`src/rtl/core/patch_ncc_cost_macros.svh`:
```
// ----------------------------------------------------------------------------
// patch_ncc_cost_macros.svh
// assertion macros shared by the patch correlation cost block
// ----------------------------------------------------------------------------
`ifndef PATCH_NCC_COST_MACROS_SVH
`define PATCH_NCC_COST_MACROS_SVH

// same-cycle implication, clocked on clk, off during reset
`define PNC_ASSERT_NOW(lbl, ante, cons) \
	lbl: assert property (@(posedge clk) disable iff (!arst_n) (ante) |-> (cons)) \
		else $error("patch_ncc_cost: assertion failed");

// next-cycle implication, clocked on clk, off during reset
`define PNC_ASSERT_NEXT(lbl, ante, cons) \
	lbl: assert property (@(posedge clk) disable iff (!arst_n) (ante) |=> (cons)) \
		else $error("patch_ncc_cost: assertion failed");

`endif

```
`src/rtl/core/pnc_isqrt.sv`:
```
// ----------------------------------------------------------------------------
// pnc_isqrt
// iterative floor square root, 64-bit operand, one result bit per cycle
// ----------------------------------------------------------------------------
module pnc_isqrt (
	input  logic        clk,
	input  logic        arst_n,
	input  logic        start,
	input  logic [63:0] value,
	output logic        done,
	output logic [31:0] root
);
	logic        busy_q;
	logic        done_q;
	logic [63:0] v_q;
	logic [63:0] r_q;
	logic [63:0] bit_q;
	logic [63:0] trial;

	assign trial = r_q + bit_q;
	assign done  = done_q;
	assign root  = r_q[31:0];

	// control
	always_ff @(posedge clk or negedge arst_n) begin
		if (!arst_n) begin
			busy_q <= 1'b0;
			done_q <= 1'b0;
		end else begin
			done_q <= busy_q && bit_q[0];
			if (start) begin
				busy_q <= 1'b1;
			end else if (busy_q && bit_q[0]) begin
				busy_q <= 1'b0;
			end
		end
	end

	// digit-by-digit root, bit walks down two places a cycle
	always_ff @(posedge clk) begin
		if (start) begin
			v_q   <= value;
			r_q   <= '0;
			bit_q <= 64'h4000_0000_0000_0000;
		end else if (busy_q) begin
			if (v_q >= trial) begin
				v_q <= v_q - trial;
				r_q <= (r_q >> 1) + bit_q;
			end else begin
				r_q <= r_q >> 1;
			end
			bit_q <= bit_q >> 2;
		end
	end

endmodule

```
`config.mk`:
```
export PLATFORM = sky130hd
export DESIGN_NAME = pnc_isqrt
export DESIGN_NICKNAME = d
export VERILOG_FILES = /design/src/rtl/core/patch_ncc_cost_macros.svh /design/src/rtl/core/pnc_isqrt.sv
export SDC_FILE = /design/constraint.sdc
export NUM_CORES = 1
export LEC_CHECK = 0
export BUFFER_PORTS_ARGS = -buffer_cell sky130_fd_sc_hd__buf_2
export CAP_MARGIN = 20
export CORE_MARGIN = 2
export CORE_UTILIZATION = 50
export CTS_BUF_LIST = sky130_fd_sc_hd__clkbuf_8
export CTS_CLUSTER_DIAMETER = 100
export CTS_CLUSTER_SIZE = 24
export DETAILED_ROUTE_END_ITERATION = 10
export GPL_ROUTABILITY_DRIVEN = 0
export GPL_TIMING_DRIVEN = 1
export PLACE_DENSITY = 0.68
export SLEW_MARGIN = 25
export SYNTH_ARGS = -nofsm -noshare
export SYNTH_HDL_FRONTEND = slang
export SYNTH_SLANG_ARGS = --single-unit
```
`constraint.sdc`:
```
create_clock -name clk -period 13.11 [get_ports clk]
set_input_delay 2.622 -clock clk [delete_from_list [all_inputs] [get_ports clk]]
set_output_delay 2.622 -clock clk [all_outputs]
set_load 0.01 [all_outputs]
```
; After elaboration in Yosys (flattened, before gate mapping)
; Cells that the tools add are included.
[totals]
ramBits = 0
regBits = 162
romBits = 0
latchBits = 0
output_inout_bits = 33
n_memories = 0
[classes]
add_sub_neg = 3
shift = 0
reduce_logical = 5
n_eq_ne = 0
n_div = 0
multipliers = 0
n_lt_le_gt_ge = 1
bitwise_logic = 0
n_mux = 6
[op_table]
columns = op, count
row1 = $mux 64, 4
row2 = $add 63x63->64, 1
row3 = $add 64x63->64, 1
row4 = $ge 64x64->1, 1
row5 = $sub 64x64->64, 1
row6 = $reduce_bool 2->1, 3
row7 = $mux 1, 2
row8 = $reduce_and 2->1, 1
row9 = $logic_and 1x1->1, 1

; Longest topological paths before layout
; Gate-level depths: netlist of the first run.
[depth]
word_depth = 5
ltp_mapped = 25

; Least setup slack after synthesis of the first run
; OpenSTA, ideal clock, no wires.
[synth_timing]
path_type = register to register
start = register r_q[2]
end = register v_q[0] (enable)
arrival_ns = 8.963
path_buffers = 3
setup_slack_ns = 3.572
setup_time_ns = 0.574
t_required_ns = 12.536
period_less_slack_ns = 9.538
stages_incl_launch_ff = 22
cell_sequence = dfxtp_1 -> ha_1 -> a31oi_1 -> a211oi_1 -> a221o_1 -> a41o_1 -> a21oi_2 -> o21ai_1 -> a311oi_2 -> o21bai_1 -> a31oi_1 -> xor2_1 -> ha_1 -> clkbuf_1 -> nand4_1 -> a211oi_1 -> nand3_1 -> a21oi_1 -> nor2_2 -> buf_2 -> buf_4 -> o21ai_0
[synth_between]
elab_chain_len = 4
[synth_lines]
columns = item, line_no
row1 = from (decl), pnc_isqrt.sv:16  ; logic [63:0] r_q;
row2 = from (signal assigned), pnc_isqrt.sv:48  ; r_q <= (r_q >> 1) + bit_q;
row3 = from (signal assigned), pnc_isqrt.sv:50  ; r_q <= r_q >> 1;
row4 = $add 64x63->64, pnc_isqrt.sv:20  ; assign trial = r_q + bit_q;
row5 = $ge 64x64->1, pnc_isqrt.sv:46  ; if (v_q >= trial) begin
row6 = $reduce_bool 2->1 (no source line), -
row7 = $reduce_and 2->1 (no source line), -
row8 = to (signal assigned), pnc_isqrt.sv:42  ; v_q <= value;
row9 = to (signal assigned), pnc_isqrt.sv:47  ; v_q <= v_q - trial;
row10 = to (decl), pnc_isqrt.sv:15  ; logic [63:0] v_q;
; No other way between the ends.
; A chain may end at the register's enable or synchronous reset.

; Worst setup path in the final report of the first run
[layout_timing]
start = register r_q[4]
end = register r_q[59]
[layout_between]
elab_chain_len = 3
word_cells_on_any_way = 4
cone_classes = 2 x add/sub / 1 x order compare / 1 x mux
[layout_lines]
columns = item, line_no
row1 = $add 64x63->64, pnc_isqrt.sv:20
row2 = $ge 64x64->1, pnc_isqrt.sv:46
row3 = $mux 64 *, pnc_isqrt.sv:46
; Mark *: on every way between the ends. The rest lies on a longest branch, timed or not.

==> results.ini, run 1 <==
[cts]
cts_resized = 0
cts-hold-fix-buffers = 0
clock_latency_ns = 0.50
cts_tree = yes
post_cts_buffers = 0
cts_sinks = 162
cts.path.max_buffers = 2
cts_max_level = 4
root_buffer = clkbuf_8
clkTransAtPathRegs_ns = 0.09
cts_buffers = 17

[logic_synthesis]
syn-num-nets = 2114
synth_area_um2 = 15100
synth.most_common_cell = nand2_1
synth_edf_count = 64
yosys_most_used_dff = dfxtp_1
avgSynthCellArea_um2 = 7.88
yosysSeqAreaShare_pct = 25.8
yosysTopAreaCell = dfxtp_1
netlist-cell-type-count = 88
yosysWarningCount = 0
synth_top_cells_by_area = dfxtp_1 13%, edfxtp_1 13%, ha_1 11%
synth_top_area_share_pct = 12.7
synthTopCellsByCount = 241 x nand2_1, 186 x nor2_1, 132 x o21ai_0, 130 x ha_1, 120 x a21oi_1
synth-seq-cells = 162
synth_cells = 1916
synthArstFlopShare_pct = 1.23

[route]
drtIter0Drc = 1102
drc = 0
ant_nets = 0
vias = 14300
routed_via_density = 6.17
wirelength_um = 42000
drt-pass1-iter-count = 6
routedWlPerCell_um = 18.2

[die]
num_rows = 63
io_pins = 100
die_h_um = 178
initial_utilization_pct = 50.8
core_area_um2 = 29700
die-area_um2 = 31600
die_w_um = 178

[global_routing]
grt_antenna_before_repair = 0
grtUsageTotal_pct = 26.7
met1_usage_pct = 34.7
grt_max_degree = 78
grt_pass1_vias = 13500
busiest_layer = met2
met3_usage_pct = 4.46
grt.overflow.total = 0
grt_pass1_wl_um = 67900
grt_util_met2_pct = 44.1

[worst_setup_path]
crit_type = register to register
crit_path_end_kind = register
reg2reg_to = r_q[59]
worstPathMaxFanout = 33
critPathArrivalTime_ns = 7.13
worst_ep_required_time_ns = 13.52
r2r_setup_slack_ns = 6.39
worst_setup_path_start_kind = register
rr_worst_depth = 22
worstReg2RegStart = r_q[4]

[power_and_ir_drop]
power_density_nw_per_um2 = 215
switching_power_uw = 1700
clockPowerShare_pct = 9.9
p_leak_uw = 0.00638
power_uw = 3400
ir_drop_uv = 166
combPwrFrac_pct = 65.1
switching_share_pct = 49.9
p_seq_share_pct = 25.1
intPower_uw = 1700

[layout]
layout.nets = 2106
antenna_cells = 0
areaGrowthSynthToFinish_pct = 4.87
drive_above_1_share_pct = 9.47

[placed_design]
hpwl_um = 31800
io_buffers = 99

[sta]
rsz0062_at_grt = false
slew_headroom_pct = 39.3
setup_violations = 0
tns_ns = 0
fin_crit_sh_pct = 51.3
finalClockSkew_ns = 0.0185
fmax_ghz = 0.149
hold_violations = 0
slew_violations = 0
min_period_ns = 6.72
worst_pin_slew_ns = 0.910

[outcome]
status = completed

[min_path]
hp-class = register to register
holdCritStartpoint = r_q[0]
worstHoldPathCells = 2
holdPathEnd = r_q[0]

[run]
cap_viol_max_count = 0

layout make-up:
class | count | area [um2]
fillers | 2892 | 13900
multi-input cells | 1582 | 10400
flip-flops and latches | 162 | 3900
repair buffers | 108 | 569
well taps | 390 | 488
clock buffers | 17 | 234
inverters | 37 | 139
clock inverters | 15 | 93.8
power groups by stage:
stage	Clock, uW	Sequential, uW	Combinational [uW]
2_1_floorplan	0	817	1730
3_3_place_gp	0	857	2130
3_5_place_dp	0	858	2160
4_1_cts	344	849	2180
5_1_grt	362	867	2430
6_report	335	852	2210
how the worst max path moves through the flow:
stage / from / to / slack [ns]
after detailed placement: r_q[2] / r_q[59] / 6.48
after CTS: bit_q[0] / r_q[59] / 6.47
after global placement: r_q[2] / r_q[59] / 6.73
after global routing: bit_q[0] / r_q[59] / 5.99
after floorplan: r_q[2] / v_q[0] / 3.57
final: r_q[4] / r_q[59] / 6.39
worst max-delay path: stages, from the launching register on:
cell	delay [ns]
dfxtp_1	0.41
ha_1	0.40
nand4_1	0.10
o21ai_0	0.38
a32oi_1	0.24
o22ai_1	0.40
a21oi_1	0.24
o21ai_1	0.46
and3_1	0.22
o21ai_0	0.10
xor2_1	0.18
ha_1	0.40
and2_1	0.23
and3_1	0.26
a221oi_2	0.08
a211oi_1	0.33
nand3_1	0.21
a21oi_1	0.40
or2_2	0.48
buf_4	0.44
a21oi_1	0.12
a311o_1	0.33
a211oi_1	0.22
cell families after synthesis:
family | synth area share [%]
flip-flops | 25.8
AND/OR/NAND/NOR | 18.9
AO/OA/AOI/OAI | 26.5
multiplexers | 3.31
buffers and inverters | 5.35
XOR/XNOR | 9.17
adder cells (fa/ha/maj) | 10.9
sequential cells by signal, indices dropped and copies added (netlist names):
signal	cells
done	1
v_q	64
bit_q	32
r_q	64
busy_q	1
per-stage QoR:
step	hold WS [ns]	cells	setup slack [ns]	utilization (%)	cell area [um2]
2_1_floorplan	0.474	1916	3.57	-	15100
3_3_place_gp	0.499	2279	6.73	52.2	15500
3_5_place_dp	0.505	2279	6.48	52.2	15500
4_1_cts	0.519	2311	6.47	53.3	15800
5_1_grt	0.571	2311	5.99	53.3	15800
6_report	0.521	2311	6.39	53.3	15800
cells in the final DEF (no fill, tap or decap), drive strengths merged, types with 6 or more instances in the layout:
| cell type | instances |
|---|---|
| a211o | 6 |
| a211oi | 38 |
| a21o | 54 |
| a21oi | 121 |
| a221oi | 16 |
| a22oi | 7 |
| a311oi | 15 |
| a31o | 15 |
| a31oi | 59 |
| and2 | 17 |
| and3 | 13 |
| and4 | 9 |
| buf | 108 |
| clkbuf | 17 |
| clkinv | 7 |
| dfxtp | 96 |
| edfxtp | 64 |
| ha | 130 |
| inv | 40 |
| mux2 | 7 |
| mux2i | 42 |
| nand2 | 241 |
| nand2b | 13 |
| nand3 | 36 |
| nand4 | 33 |
| nor2 | 187 |
| nor2b | 18 |
| nor3 | 28 |
| nor4 | 7 |
| o211ai | 9 |
| o21a | 10 |
| o21ai | 171 |
| o21bai | 23 |
| o31a | 6 |
| o31ai | 11 |
| or3 | 17 |
| xnor2 | 86 |
| xor2 | 72 |
per-layer routing:
layer,vias to the layer above,wire (um),part of all wire (%)
li1,7003,-,-
met1,6722,18900,45
met2,455,19500,46
met3,86,2510,6.0
met4,0,1180,2.8
met5,-,0,0
No activity file was read; power rests on OpenSTA's default activity.
==> run 2: changes to the inputs <==
--- a/config.mk
+++ b/config.mk
@@ -15,7 +15,7 @@
 export DETAILED_ROUTE_END_ITERATION = 10
 export GPL_ROUTABILITY_DRIVEN = 0
 export GPL_TIMING_DRIVEN = 1
-export PLACE_DENSITY = 0.68
+export PLACE_DENSITY = 0.7
 export SLEW_MARGIN = 25
 export SYNTH_ARGS = -nofsm -noshare
 export SYNTH_HDL_FRONTEND = slang
==> constraint.sdc (replaced) <==
create_clock -name clk -period 6.1 [get_ports clk]
set_input_delay 1.22 -clock clk [delete_from_list [all_inputs] [get_ports clk]]
set_output_delay 1.22 -clock clk [all_outputs]
set_load 0.01 [all_outputs]
==> results.ini, run 2 (same netlist as run 1, synthesis figures left out) <==
[power_and_ir_drop]
power_density_nw_per_um2 = 475  ; +120%
p_leak_uw = 0.00666  ; +4.4%
intPower_uw = 3990  ; +130%
clockPowerShare_pct = 11.0  ; +1.1 points
ir_drop_uv = 276  ; +66%
switching_share_pct = 48.6  ; -1.3 points
switching_power_uw = 3770  ; +120%
combPwrFrac_pct = 66.0  ; +0.9 points
p_seq_share_pct = 23.0  ; -2.1 points

[global_routing]
grt_antenna_before_repair = 0  ; unchanged
grt.overflow.total = 0  ; unchanged
grtUsageTotal_pct = 26.8  ; +0.13 points
grt_pass1_wl_um = 68300  ; +0.60%
grt_pass1_vias = 13600  ; +0.97%
grt_max_degree = 126  ; +62%

[layout]
final_cell_mix = 241 x nand2_1, 185 x nor2_1, 130 x o21ai_0, 129 x ha_1, 116 x a21oi_1
instances_no_fill = 2347  ; +1.6%
layout.nets = 2142  ; +1.7%
areaGrowthSynthToFinish_pct = 8.35
final_common_cell = nand2_1
reg_top3 = r_q x64, v_q x64, bit_q x32
multi_input_area_um2 = 10500  ; +1.1%
drive_above_1_share_pct = 12.2  ; +2.7 points
antenna_cells = 0  ; unchanged
seq_area_um2 = 3900  ; unchanged
fillCellCount = 2822  ; -2.4%

[die]
initial_utilization_pct = 50.8  ; unchanged
die-area_um2 = 31600  ; unchanged
num_rows = 63  ; unchanged
die_w_um = 178  ; unchanged
core_area_um2 = 29700  ; unchanged
die_h_um = 178  ; unchanged
io_pins = 100  ; unchanged

[worst_setup_path]
cpPeakStageDelay_ns = 0.55  ; +0.07 ns
worst_setup_path_start_kind = register
path_buf_inv = 1  ; unchanged
critPathArrivalTime_ns = 6.10  ; -1.03 ns
worstPathMaxFanout = 6  ; -82%
cp_top_family = compound AO/OA/AOI/OAI gates
cp_slowest_cell = or4_4
worst_ep_required_time_ns = 6.35  ; -7.17 ns
crit_path_end_kind = register
crit_chain = ha_1, a31oi_2, a211oi_1, buf_4, a221o_1, a21oi_2, o21a_1, o31a_1, nor2_1, nor2_2, o21bai_1, xnor2_1, ha_1, nand4_1, or3_1, or4_4, o21ai_4, a211oi_2, or4_4, a21oi_1, o31ai_2
crit_type = register to register

[sta]
min_period_ns = 5.85  ; -0.871 ns
worst_pin_slew_ns = 0.874  ; -0.0364 ns
slew_violations = 0  ; unchanged
slew_headroom_pct = 41.7  ; +2.4 points
hold_violations = 0  ; unchanged
rsz0062_at_grt = false
fin_crit_sh_pct = 95.9  ; +45 points
fmax_ghz = 0.171  ; +15%
setup_violations = 0  ; unchanged
finalClockSkew_ns = 0.0215  ; +0.00295 ns
tns_ns = 0  ; unchanged
layout_setup_ws_ns = 0.249  ; -6.14 ns

[placed_design]
dp.cells = 2310  ; +1.4%
place_ws_ns = -0.0868  ; -6.57 ns
hpwl_um = 32700  ; +2.6%
io_buffers = 99  ; unchanged

[route]
drc = 0  ; unchanged
vias = 14400  ; +0.87%
ant_nets = 0  ; unchanged
routed_via_density = 6.13  ; -0.68%
routedWlPerCell_um = 18.3  ; +0.64%
drtIter0Drc = 1210  ; +9.8%
drt-pass1-iter-count = 7  ; +1
wirelength_um = 43000  ; +2.2%

[cts]
root_buffer = clkbuf_8
clock_latency_ns = 0.49  ; about the same
cts_max_level = 4  ; unchanged
cts-hold-fix-buffers = 0  ; unchanged
cts_buffers = 17  ; unchanged
clkTransAtPathRegs_ns = 0.11  ; +0.02 ns
cts_sinks = 162  ; unchanged
cts_tree = yes
cts.path.max_buffers = 2  ; unchanged

[min_path]
hp-class = input port to async pin

[outcome]
status = completed

[run]
cap_viol_max_count = 0  ; unchanged

-- run 2: final timing paths --
path / startpoint / end / cells after the start / slack, ns
worst max-delay path: r_q[2] / v_q[63] / 21 / 0.25
worst min register to register: r_q[0] / r_q[0] / 2 / 0.53
max in group asynchronous: arst_n / busy_q / 1 / 5.49
worst min-delay path: arst_n / busy_q / 1 / 0.49
min in group clk: r_q[0] / r_q[0] / 2 / 0.53
worst max register to register: r_q[2] / v_q[63] / 21 / 0.25
-- run 2: power by group through the flow --
stage / combinational (uW) / sequential (uW) / clock [uW]
4_1_cts: 4950 / 1770 / 866
3_3_place_gp: 4820 / 1790 / 0
3_5_place_dp: 4910 / 1800 / 0
6_report: 5130 / 1780 / 854
2_1_floorplan: 3720 / 1730 / 0
5_1_grt: 5630 / 1810 / 911
-- run 2: layout make-up --
type / count / area share [%]
clock buffers: 17 / 1.43
clock inverters: 15 / 1.04
inverters: 37 / 0.849
multi-input cells: 1583 / 64.3
flip-flops and latches: 162 / 23.8
well taps: 390 / 2.98
repair buffers: 143 / 5.55
-- run 2: timing repair --
| item | 4_1_cts | 5_1_grt |
|---|---|---|
| setup endpoints to repair | 27 | 135 |
| setup buffers | 0 | 4 |
| gates resized for setup | 3 | 19 |
| pin swaps | 0 | 2 |
| cloned | 0 | 1 |
-- run 2: per-layer routing --
| layer | part of all wire [%] | routed length (um) | track usage (%) |
|---|---|---|---|
| met1 | 45 | 19400 | 34.8 |
| met2 | 46 | 19800 | 44.4 |
| met3 | 5.8 | 2490 | 4.46 |
| met4 | 3.0 | 1290 | 10.2 |
| met5 | 0 | 0 | 0 |
-- run 2: metrics by stage --
step	util [%]	hold WS (ns)	area [um2]	total power (uW)
finish	55.0	0.494	16400	7760
detailed placement	53.2	0.512	15800	6710
global route	55.0	0.468	16400	8350
global placement	53.2	0.505	15800	6620
CTS	54.6	0.477	16200	7590
floorplan	-	0.474	15100	5440
==> run 3: changes to the inputs <==
--- a/config.mk
+++ b/config.mk
@@ -15,7 +15,9 @@
 export DETAILED_ROUTE_END_ITERATION = 10
 export GPL_ROUTABILITY_DRIVEN = 0
 export GPL_TIMING_DRIVEN = 1
+export MAX_ROUTING_LAYER = met4
 export PLACE_DENSITY = 0.7
+export SKIP_CTS_REPAIR_TIMING = 1
 export SLEW_MARGIN = 25
 export SYNTH_ARGS = -nofsm -noshare
 export SYNTH_HDL_FRONTEND = slang
==> results.ini, run 3 (same netlist as run 1, synthesis figures left out) <==
[sta]
slew_headroom_pct = 41.2  ; -0.56 points
setup_violations = 0  ; unchanged
fin_crit_sh_pct = 95.8  ; about the same
fmax_ghz = 0.171  ; about the same
worst_pin_slew_ns = 0.882  ; +0.00837 ns
layout_setup_ws_ns = 0.254  ; +0.00459 ns
min_period_ns = 5.85  ; -0.00459 ns
tns_ns = 0  ; unchanged
holdWs_ns = 0.491  ; -0.00267 ns
hold_violations = 0  ; unchanged
slew_violations = 0  ; unchanged
finalClockSkew_ns = 0.0190  ; -0.00251 ns

[run]
cap_viol_max_count = 0  ; unchanged

[placed_design]
place_ws_ns = -0.0868  ; unchanged
io_buffers = 99  ; unchanged
hpwl_um = 32700  ; unchanged
dp.cells = 2310  ; unchanged

[power_and_ir_drop]
ir_drop_uv = 278  ; +0.56%
p_leak_uw = 0.00666  ; about the same
power_density_nw_per_um2 = 474  ; -0.12%

[cts]
cts_sinks = 162  ; unchanged
clock_latency_ns = 0.49  ; about the same
cts_max_level = 4  ; unchanged
root_buffer = clkbuf_8
clkTransAtPathRegs_ns = 0.10  ; about the same
cts_buffers = 17  ; unchanged
cts.path.max_buffers = 2  ; unchanged
cts_tree = yes

[route]
vias = 14400  ; -0.10%
wirelength_um = 42800  ; -0.43%
routedWlPerCell_um = 18.2  ; -0.43%
routed_via_density = 6.12  ; -0.10%
drt-pass1-iter-count = 5  ; -2
drtIter0Drc = 1259  ; +4.0%
drc = 0  ; unchanged
ant_nets = 0  ; unchanged

[global_routing]
grtUsageTotal_pct = 27.6  ; +0.77 points
grt_max_degree = 126  ; unchanged
grt_pass1_vias = 13600  ; +0.037%
grt.overflow.total = 0  ; unchanged
grt_pass1_wl_um = 68200  ; -0.13%
grt_antenna_before_repair = 0  ; unchanged

[layout]
areaGrowthSynthToFinish_pct = 8.34  ; about the same
drive_above_1_share_pct = 12.1  ; -0.051 points
final_common_cell = nand2_1
layout.nets = 2142  ; unchanged
antenna_cells = 0  ; unchanged
instances_no_fill = 2347  ; unchanged
final_cell_mix = 241 x nand2_1, 185 x nor2_1, 129 x o21ai_0, 129 x ha_1, 116 x a21oi_1
reg_top3 = r_q x64, v_q x64, bit_q x32
utilization_pct = 55.0  ; about the same

[outcome]
status = completed

[die]
die-area_um2 = 31600  ; unchanged
initial_utilization_pct = 50.8  ; unchanged
core_area_um2 = 29700  ; unchanged
die_w_um = 178  ; unchanged
num_rows = 63  ; unchanged
io_pins = 100  ; unchanged
die_h_um = 178  ; unchanged

[worst_setup_path]
cpPeakStageDelay_ns = 0.45  ; -0.10 ns
critPathArrivalTime_ns = 6.02  ; -0.08 ns
cp_slowest_cell = ha_1
worst_ep_required_time_ns = 6.27  ; -0.08 ns
worst_setup_path_start_kind = register
crit_path_end_kind = register
crit_type = register to register
crit_chain = ha_1, a31oi_2, a211oi_1, buf_4, a221o_1, a41o_1, a21oi_4, o21ai_1, a311oi_2, o21bai_1, a31oi_1, xor2_1, ha_1, nand4_1, a211oi_2, nand3_1, a21oi_2, buf_4, nor2_4, buf_4, o21ai_4, buf_12
path_buf_inv = 4  ; +3
cp_common_cell = buf_4
r2r_setup_slack_ns = 0.25  ; about the same
worstPathMaxFanout = 37  ; +31
cp_top_family = compound AO/OA/AOI/OAI gates

[min_path]
hp-class = input port to async pin

[run 3: path summary, 6_finish.rpt]
check	from	to	depth (start not counted)
max	r_q[2]	v_q[41]	22
min	arst_n	done	1
max reg2reg	r_q[2]	v_q[41]	22
min reg2reg	r_q[0]	r_q[0]	2
max in group asynchronous	arst_n	busy_q	1
min in group clk	r_q[0]	r_q[0]	2
[run 3: per-layer routing]
metal  track usage [%]  vias to the layer above  routed length (um)
li1                  -                     7103                   -
met1              34.9                     6715               19200
met2              44.3                      460               19900
met3              4.43                       97                2460
met4              10.3                        0                1220
met5                 -                        -                   0
[run 3: cell type report]
class	count	area, um2
well taps	390	488
clock buffers	17	234
repair buffers	143	907
clock inverters	15	170
multi-input cells	1583	10500
fillers	2821	13400
inverters	37	139
flip-flops and latches	162	3900
[run 3: report_power, final]
group,total [uW],switching [uW],internal [uW]
combinational,5120,3070,2050
sequential,1780,215,1570
clock,853,478,376
total,7750,3760,3990
[run 3: per-stage QoR]
stage	total power, uW	area, um2
finish	7750	16400
global route	8350	16400
CTS	7590	16200
detailed placement	6710	15800
global placement	6620	15800
floorplan	5440	15100
